<file path="src/rtl/pbwt_ram.sv">
// ----------------------------------------------------------------------------
// pbwt_ram
// simple dual-port ram, one write port, one registered read port with enable
// ----------------------------------------------------------------------------
module pbwt_ram #(
  parameter int WIDTH = 8,
  parameter int DEPTH = 16
) (
  input  logic                     clk,
  input  logic                     we,
  input  logic [$clog2(DEPTH)-1:0] waddr,
  input  logic [WIDTH-1:0]         wdata,
  input  logic                     re,
  input  logic [$clog2(DEPTH)-1:0] raddr,
  output logic [WIDTH-1:0]         rdata
);

  logic [WIDTH-1:0] mem [DEPTH];

  always_ff @(posedge clk) begin
    if (we) begin
      mem[waddr] <= wdata;
    end
    if (re) begin
      rdata <= mem[raddr];
    end
  end

endmodule

</file>
<file path="config.mk">
export PLATFORM = sky130hd
export DESIGN_NAME = pbwt_ram
export DESIGN_NICKNAME = d
export VERILOG_FILES = /design/src/rtl/pbwt_ram.sv
export SDC_FILE = /design/constraint.sdc
export NUM_CORES = 1
export LEC_CHECK = 0
export BUFFER_PORTS_ARGS = -buffer_cell sky130_fd_sc_hd__buf_2
export CORE_UTILIZATION = 40
export CTS_CLUSTER_DIAMETER = 100
export CTS_CLUSTER_SIZE = 30
export DETAILED_ROUTE_END_ITERATION = 7
export PLACE_DENSITY_LB_ADDON = 0.15
export SLEW_MARGIN = 5
export SYNTH_ARGS = -nofsm -noshare
export SYNTH_HDL_FRONTEND = slang
export SYNTH_SLANG_ARGS = --single-unit
export TNS_END_PERCENT = 30
</file>
<file path="constraint.sdc">
create_clock -name clk -period 2.6 [get_ports clk]
set_clock_uncertainty 0.2 [all_clocks]
set_input_delay 0.52 -clock clk [delete_from_list [all_inputs] [get_ports clk]]
set_output_delay 0.52 -clock clk [all_outputs]
set_load 0.03 [all_outputs]
</file>
* After elaboration in Yosys (flattened, before gate mapping)
Memories as Yosys holds them, arrays and structs flattened. A register that Yosys moved wholly into a read port is not among the register bits.
Index checks and enable logic that the tools add are counted.
Widths: inputs -> output; s select.
** Cells by class
- Multiply operators :: 0
- Magnitude comparators :: 0
- Reductions and logical operators :: 0
- Divide/modulo/power cells :: 0
- Bitwise operators :: 0
- Add/subtract/negate cells :: 0
- Shift operators :: 0
- Eq/ne operators :: 0
- Multiplexer cells :: 2
** Operator list (number)
- $mux 1 :: 2
** Word-level totals
- Input port bits :: 19
- Bits in writable memories :: 128
- Flip-flop bits (word level) :: 0
- ROM bits :: 0
- Memories :: 1
- Latch bits :: 0
- Logic and storage cells :: 3
** Memory list
- mem :: depth 16, width 8, read ports 1, clocked after Yosys merged registers in 1, wr ports 1, RTL line 18 : logic [WIDTH-1:0] mem [DEPTH];

* Depth between registers and ports, before layout
- Depth in word-level cells :: 2
- Mapped depth :: 5
- Mapped depth without buffers :: 3

* Worst setup path after synthesis
Ideal clock, no wire load.
- Kind :: input to register
- Start point :: in waddr[2]
- End point :: mem mem[0][0] (enable)
- Stages :: 2
- Data arrival time :: 1.630 ns
- Path slack :: 0.387 ns
- Setup time :: 0.383 ns
- Required time :: 2.017 ns
- Buffers on the path :: 0
- Cells stage by stage :: or3b_2 > nor3_1
** RTL lines
- start: declaration :: RTL line 11 : input logic [$clog2(DEPTH)-1:0] waddr,
- end: declaration :: RTL line 18
No word-level cell before the write port.

==> impl_results.md <==
* Bufs and invs on worst path at 2
* Critical path endpoint category: register
* Cell family with most CP delay: multiplexers
* Fill count at 1051
* Fin area at 6330 um2
* Top cell type's share of synthesized area at 78.1%
* Worst r2r src: mem[11][7]
* FF-to-FF setup slack at 0.88 ns
* Die area at 13500 um2
* TritonRoute pass-1 iters at 4
* Number of setup violations in the final report at 0
* Max Cap Viol at 0
* Achievable clock frequency at 0.534 GHz
* Final routed DRC violation total at 0
* Worst relative slew slack at 70.6%
* Synth Area in Compound Gates at 2.30%
* Class of the worst hold path: input port to register
* First-pass GRT wire length at 16000 um
* Detailed-route via count at 2488
* Critical path's slowest cell: mux4_2
* PD cells at 844 nW/um2
* Crit path max fanout at 7
* RSZ-0062 raised after global routing: no
* Detail Route Antenna Nets at 0
* Mapped Nets at 248
* # H-tree levels at 4
* N_diodes at 0
* Fin crit share at 72.1%
* Clock transition at path regs at 0.06 ns
* Initial drt markers at 137
* Nets at 307
* Ys Warns at 0
* Wirelength, routed at 10400 um
* WL per Instance at 22.1 um
* Crit. path cell count at 5
* Io pins at 27
* Worst skew pair latency at 0.41 ns
* Post-synthesis simple-gate area fraction at 3.14%
* Row Count at 41
* CTS sink count at 136
* Cell Area, Synth at 5230 um2
* Status: complete, no violations
* GP Congestion at 0.708
* Initial antenna violation count at 0
* Vias per Instance at 5.26
* CTS max path bufs at 2
* Post-synth EDFFs at 136
* Die width at 116 um
* XOR/XNOR Fraction of Synth Area at 0%
* Core ar. at 12700 um2
* Die H at 116 um
* Top cells by area, synth: edfxtp_1, mux4_2, mux4_1, a22oi_1, nor2_1
* Final Critical Period at 1.87 ns
* I/O Buffers at 26
* Area growth syn-to-layout at 21.1%
* Initial Utilization at 41.3%
* Final hold vios at 0
* Largest stage delay, worst path at 0.52 ns
* Hold slack final at 0.285 ns
* CTS hold repair buffers at 0
* Area leader, netlist: edfxtp_1
* Fin Setup TNS at 0 ns
* CP required at 2.54 ns
* Cell variety after synth at 18
* Root Driver: clkbuf_16
* Post-CTS resize count at 0
* Crit. Startpoint: raddr[0]
* Synth Instances at 229
* Lkg Pwr at 2.15 nW
* Post-synthesis mux area share at 14.8%
* RR Endpoint: rdata[7]
* Postcts setup bufs at 0
* Placed cell area at 5680 um2
* Largest family of logic cells by synthesized area: multiplexers
* Gr ovfl total at 0
* Measured slew at the worst slew-check pin at 0.441 ns
* Worst setup endpoint: rdata[7]
* Main synth FF type: edfxtp_1
* Crit path DAT at 1.81 ns
* Total track usage at 17.7%
* Crit-path cells: buf_2 > buf_4 > mux4_2 > a22oi_1 > nand2_1
* Post-synthesis register bit count at 136
* Dpl ws at 0.292 ns
* Async SR Flop Fraction at 0%
* R2R cell count at 3
* Worst VDD drop at 0.656 mV
* Vias in the first global route at 2589
* Setup CP Type: input port to register
* Post-synthesis sequential area ratio at 78.1%
* Post-Synth Adder-Cell Area at 0%
* Largest net degree at the start of global routing at 17
* CP Launch Type: input port
* Share of layout cells above drive strength 1 at 33.6%
* TritonCTS buffer count at 17
* TritonCTS clock tree: done
* Final slew viol count at 0
* Final worst slack at 0.726 ns
* Syn Area/Cell at 22.8 um2
* Detail Placement HPWL at 6560 um
==> logic make-up (layout without fill, tap and decap cells) <==
| logic type | after synthesis | in the layout |
|---|---|---|
| flip-flops | 136 | 136 |
| buffers and inverters | 10 | 82 |
| AO/OA/AOI/OAI | 16 | 16 |
| multiplexers | 32 | 32 |
| AND/OR/NAND/NOR | 35 | 35 |
==> how the worst min path moves through the flow <==
stage / from / depth (start not counted) / to
5_1_grt: re / 1 / rdata[1]
3_3_place_gp: mem[8][2] / 3 / rdata[2]
4_1_cts: re / 1 / rdata[1]
2_1_floorplan: wdata[0] / 0 / mem[0][0]
3_5_place_dp: mem[11][1] / 3 / rdata[1]
6_report: re / 1 / rdata[1]
==> report_power, final <==
group	switching (W)	internal, W
sequential	0.0000137	0.00247
clock	0.000903	0.00171
combinational	0.000148	0.0000995
==> cell usage in the layout, fill, tap and decap left out, drive strengths merged, types with 3 or more instances in the layout <==
| cell type | instances |
|---|---|
| bufinv | 5 |
| a22oi | 16 |
| clkinv | 6 |
| nor2 | 13 |
| nand2 | 9 |
| buf | 50 |
| edfxtp | 136 |
| clkinvlp | 3 |
| mux4 | 32 |
| nor3 | 4 |
| clkbuf | 17 |
==> layout make-up <==
class	instances	area (um2)	share of cell area [%]
repair buffers	50	323	5.10
flip-flops and latches	136	4080	64.5
well taps	172	215	3.40
clock inverters	15	226	3.58
multi-input cells	83	1060	16.7
clock buffers	17	425	6.72
==> registers in the layout, indices dropped and copies added, names as in the netlist <==
signal / count
mem: 128
rdata: 8
==> stage by stage <==
stage | cells | power (W) | util (%)
global route | 473 | 0.00550 | 50.0
CTS | 473 | 0.00540 | 50.0
detailed placement | 441 | 0.00278 | 44.8
global placement | 441 | 0.00278 | 44.8
finish | 473 | 0.00534 | 50.0
floorplan | 229 | 0.00267 | -
==> routing by layer <==
metal,global-route usage (%),vias to the layer above,routed length [um]
li1,-,1101,-
met1,26.0,1317,4960
met2,25.1,61,5010
met3,4.46,9,383
met4,7.35,0,74
met5,0,-,0
==> synthesized netlist by cell type (2+ instances only) <==
cell type,count
edfxtp_1,136
mux4_2,18
a22oi_1,16
mux4_1,14
nor2_1,13
nand2_1,9
nor3_1,4
buf_2,3
buf_6,3
clkdlybuf4s25_2,3
nand2b_1,2
nand3b_1,2
No activity file was read; power rests on OpenSTA's default activity.
